**src/sv/drm_ram.sv**
```systemverilog
`timescale 1ns / 1ps
// Generic simple dual-port RAM with one write port and a registered read port.
// No dependencies.
module drm_ram #(
  parameter int unsigned WIDTH = 32,
  parameter int unsigned DEPTH = 64
) (
  input  logic                     clk,
  input  logic                     we,
  input  logic [$clog2(DEPTH)-1:0] waddr,
  input  logic [WIDTH-1:0]         wdata,
  input  logic [$clog2(DEPTH)-1:0] raddr,
  output logic [WIDTH-1:0]         rdata
);

  logic [WIDTH-1:0] mem [DEPTH];

  always_ff @(posedge clk) begin
    if (we) begin
      mem[waddr] <= wdata;
    end
    rdata <= mem[raddr];
  end

endmodule
```
**config.mk**
```make
export PLATFORM = sky130hd
export DESIGN_NAME = drm_ram
export DESIGN_NICKNAME = d
export VERILOG_FILES = /design/src/sv/drm_ram.sv
export SDC_FILE = /design/constraint.sdc
export NUM_CORES = 2
export LEC_CHECK = 0
export CAP_MARGIN = 10
export CORE_AREA = 2 2 318 477
export CTS_BUF_LIST = sky130_fd_sc_hd__clkbuf_2
export CTS_CLUSTER_SIZE = 20
export DETAILED_ROUTE_END_ITERATION = 12
export DIE_AREA = 0 0 320 479
export DONT_BUFFER_PORTS = 1
export PLACE_DENSITY_LB_ADDON = 0.25
export SLEW_MARGIN = 0
export SYNTH_ARGS = -nofsm -noshare
export SYNTH_HDL_FRONTEND = slang
export SYNTH_SLANG_ARGS = --single-unit
```
**constraint.sdc**
```tcl
create_clock -name clk -period 7.5 [get_ports clk]
set_input_delay 1.125 -clock clk [delete_from_list [all_inputs] [get_ports clk]]
set_output_delay 1.125 -clock clk [all_outputs]
set_load 0.03 [all_outputs]
```
After elaboration in Yosys (flattened, before gate mapping)

Memories as Yosys holds them, arrays and structs flattened. A register that Yosys moved wholly into a read port is not among the register bits.
Index checks and enable logic that the tools add are counted.

Bits in writable memories: 2048
Memories: 1
Output and inout bits: 32
Register bits after elaboration: 0
Input port bits: 46

Mux-type cells: 2

Memories:

| name | depth | width | read ports | clocked after memory_dff | write ports | line | source |
|---|---|---|---|---|---|---|---|
| mem  | 64    | 32    | 1          | 1                        | 1           | 16   | `logic [WIDTH-1:0] mem [DEPTH];` |

Operators with widths:

| operator         | number |
|---|---|
| 1-bit 2-to-1 mux | 2 |

Depth between registers and ports, before layout

Depth in word-level cells: 2
Gate-level depth with buffers: 10

Worst setup path after synthesis

No wires, ideal clock.

Kind: input port to flip-flop
Start point: in waddr[3]
End point: mem mem[48][0] (enable)
Required time: 7039 ps
Path slack: 3215 ps
Stages: 4
Path buffers: 1
Data arrival time: 3824 ps
Cell sequence: clkbuf_1 nor2b_1 nand4b_1 nor3_1

RTL lines:

| item               | line | source |
|---|---|---|
| start: declaration | 10   | `input logic [$clog2(DEPTH)-1:0] waddr,` |
| end: declaration   | 16   |  |

No word-level cell before the write port.

==> flow_metrics.env <==
export IMPL_status="finished, violations left"
export IMPL_violations="max-slew violations"
export IMPL_vdd_drop_max_mv=0.140
export IMPL_syn_area_um2=78500
export IMPL_grt_pass1_vias=39200
export IMPL_grt_start_max_net_pins=512
export IMPL_placementRows=174
export IMPL_fin_crit_ps=4460
export IMPL_synth_area_top_cells="edfxtp_1, mux4_2, mux2i_1"
export IMPL_routed_via_density=6.31
export IMPL_skew_ps=116
export IMPL_power_density_nw_per_um2=240
export IMPL_finalCritPeriodShare_pct=59.5
export IMPL_post_cts_buffers=0
export IMPL_ant_nets=0
export IMPL_area_growth_pct=10.0
export IMPL_start_util_pct=52.6
export IMPL_leakage_nw=27.3
export IMPL_ys_flop_type="edfxtp_1"
export IMPL_max_slew_margin_rel_pct=-37.3
export IMPL_fin_setup_tns_ps=0
export IMPL_layout_setup_ws_ps=3040
export IMPL_gp_congestion=0.937
export IMPL_synth_top_area_cell="edfxtp_1"
export IMPL_die_area_um2=153000
export IMPL_synth_cell_type_count=34
export IMPL_finalHoldViolations=0
export IMPL_clkSinkCount=2080
export IMPL_required_ps=9210
export IMPL_critPathMostFrequentCell="dlygate4sd3_1"
export IMPL_track_usage_pct=26.7
export IMPL_cp_end_kind="register"
export IMPL_netlist_instances=3324
export IMPL_via_count=37900
export IMPL_cap_violations=0
export IMPL_path_cells="dlygate4sd3_1, buf_16, and2_1, a21oi_1, dlygate4sd3_1, a21oi_1, dlygate4sd3_1, nor2_1, dlygate4sd3_1"
export IMPL_placed_cell_area_um2=80700
export IMPL_yosysSeqAreaShare_pct=79.1
export IMPL_max_freq_ghz=0.224
export IMPL_worstPathArrival_ps=6170
export IMPL_setup_viol=0
export IMPL_overflow=0
export IMPL_nets=3781
export IMPL_insertion_delay_ps=1820
export IMPL_port_buffers=0
export IMPL_cts_tree="built"
export IMPL_rrSetupSlack_ps=4070
export IMPL_htreeDepth=5
export IMPL_cts_root_buf="clkbuf_2"
export IMPL_final_max_slew_viol_count=368
export IMPL_ys_ff_latch=2080
export IMPL_drt_initial_drc_count=4954
export IMPL_holdWs_ps=284
export IMPL_synth_top_cell_area_share_pct=78.3
export IMPL_worst_setup_path_start_kind="input port"
export IMPL_drc=0
export IMPL_finalPower_w=0.0207
export IMPL_max_stage_delay_ps=1270
export IMPL_fin_area_um2=86400
export IMPL_drt_pass1_iterations=6
export IMPL_syn_avg_cell_area_um2=23.6
export IMPL_synth_edf_count=2048
export IMPL_wire_per_inst_um=33.6
export IMPL_fp_coreArea_um2=149000
export IMPL_die_w_um=320
export IMPL_worstHoldPathType="input port to register"
export IMPL_clk_pin_slew_ps=120
export IMPL_nFillCells=10900
export IMPL_synthArstFlopShare_pct=0
export IMPL_crit_type="input port to register"
export IMPL_grt_pass1_wl_um=285000
export IMPL_dp_hpwl_um=107000
export IMPL_cp_slowest_cell="dlygate4sd3_1"
export IMPL_yosysWarningCount=0
export IMPL_antenna_found_initial=14
export IMPL_dp_slack_ps=3630
export IMPL_drt_wl_total_um=202000
export IMPL_die_h_um=479
export IMPL_worstMarginPinSlew_ps=2060
export IMPL_drive_gt1_share_pct=33.6
export IMPL_num_io_pins=78
export IMPL_synthesis_nets=3370
export IMPL_path_max_fanout=85
export IMPL_cts_path_max_buffers=4
export IMPL_cts_buffers=456
export IMPL_rsz0062_at_grt="false"
-- critical path, delay by kind of cell --
| kind | cells | cell delay (ps) |
|---|---|---|
| AO/OA/AOI/OAI | 2 | 380 |
| buffers and inverters | 5 | 3630 |
| AND/OR/NAND/NOR | 2 | 900 |
-- repair_timing --
| action | CTS | global route |
|---|---|---|
| hold buffers | 104 | 0 |
| hold endpoints to repair | 2637 | 0 |
| resized for setup | 0 | 0 |
-- sequential cells by signal, indices dropped and copies added, names as in the netlist --
signal	cells
mem	2048
rdata	32
-- metrics by stage --
step | instances | util, %
detailed placement | 5105 | 54.1
global placement | 5105 | 54.1
floorplan | 3324 | -
CTS | 5989 | 57.8
global route | 6002 | 57.8
finish | 6006 | 57.8
-- path summary, 6_finish.rpt --
kind | from | end | cells past startpoint
worst max-delay path | raddr[3] | rdata[9] | 9
worst min register to register | mem[59][18] | rdata[18] | 5
worst min-delay path | raddr[5] | rdata[26] | 5
worst max register to register | mem[36][9] | rdata[9] | 8
-- cell usage after synthesis (3+ instances only) --
library cell  number
nand3_1            5
or3b_2             3
buf_1             21
dfxtp_1           32
edfxtp_1        2048
buf_4             25
nor2b_1           15
nand2b_1           8
o32ai_1            4
nand2_1           26
nor2_1           137
a21oi_1           62
nand3b_1           5
mux2i_1           93
buf_2             57
a311oi_1           8
buf_6              5
and3_1             4
nor3_1             7
o221ai_1          27
or3_1              3
o22ai_1           84
mux4_2           544
clkbuf_1          74
a41o_1             4
a22oi_1           12
-- metal layers --
layer	global-route usage [%]	vias to the layer above	wire length (µm)	share of wire (%)
met4	12.8	2	9700	4.8
met2	43.5	2096	101000	50
met3	7.26	381	19300	9.6
met5	0.939	-	207	0.10
li1	-	15400	-	-
met1	33.4	20000	70900	35
-- placed cells by master, fill, tap and decap left out, types with 7 or more instances in the layout --
cell,Yosys,final
a21oi_1,62,62
a22oi_1,12,12
a311oi_1,8,8
buf_16,0,34
buf_4,25,27
clkbuf_2,0,653
clkinv_1,0,97
clkinv_2,0,17
dfxtp_1,32,32
diode_2,0,13
dlygate4sd3_1,0,67
edfxtp_1,2048,2048
inv_2,0,8
mux2i_1,93,93
mux4_2,544,544
nand2_1,26,26
nand2b_1,8,7
nor2_1,137,75
nor2_4,0,62
nor2b_1,15,15
o221ai_1,27,27
o22ai_1,84,84
-- kinds of logic (layout without fill, tap and decap cells) --
| kind of cell | Yosys count | after routing | share of synthesized area [%] |
|---|---|---|---|
| AND/OR/NAND/NOR | 223 | 223 | 1.27 |
| multiplexers | 637 | 637 | 16.8 |
| buffers and inverters | 182 | 915 | 1.13 |
| other | 0 | 13 | 0 |
| flip-flops | 2080 | 2080 | 79.1 |
| AO/OA/AOI/OAI | 202 | 202 | 1.67 |
-- final cells by class --
type	instances	area (µm²)	share of cell area, %
Multi-Input combinational cell	1062	16000	18.5
Timing Repair Buffer	135	1930	2.24
Sequential cell	2080	62100	71.9
Clock buffer	653	3270	3.78
Tap cell	1936	2420	2.80
Clock inverter	127	607	0.703
Antenna cell	13	32.5	0.0377
-- power breakdown --
group / switching (W) / leakage [nW] / internal [W] / total (W)
registers: 0.000134 / 18.7 / 0.0128 / 0.0130
clock network: 0.00417 / 3.02 / 0.00246 / 0.00662
logic: 0.000667 / 5.59 / 0.000475 / 0.00114
total: 0.00497 / 27.3 / 0.0158 / 0.0207
Note: power is estimated with default switching activity, not from simulation.
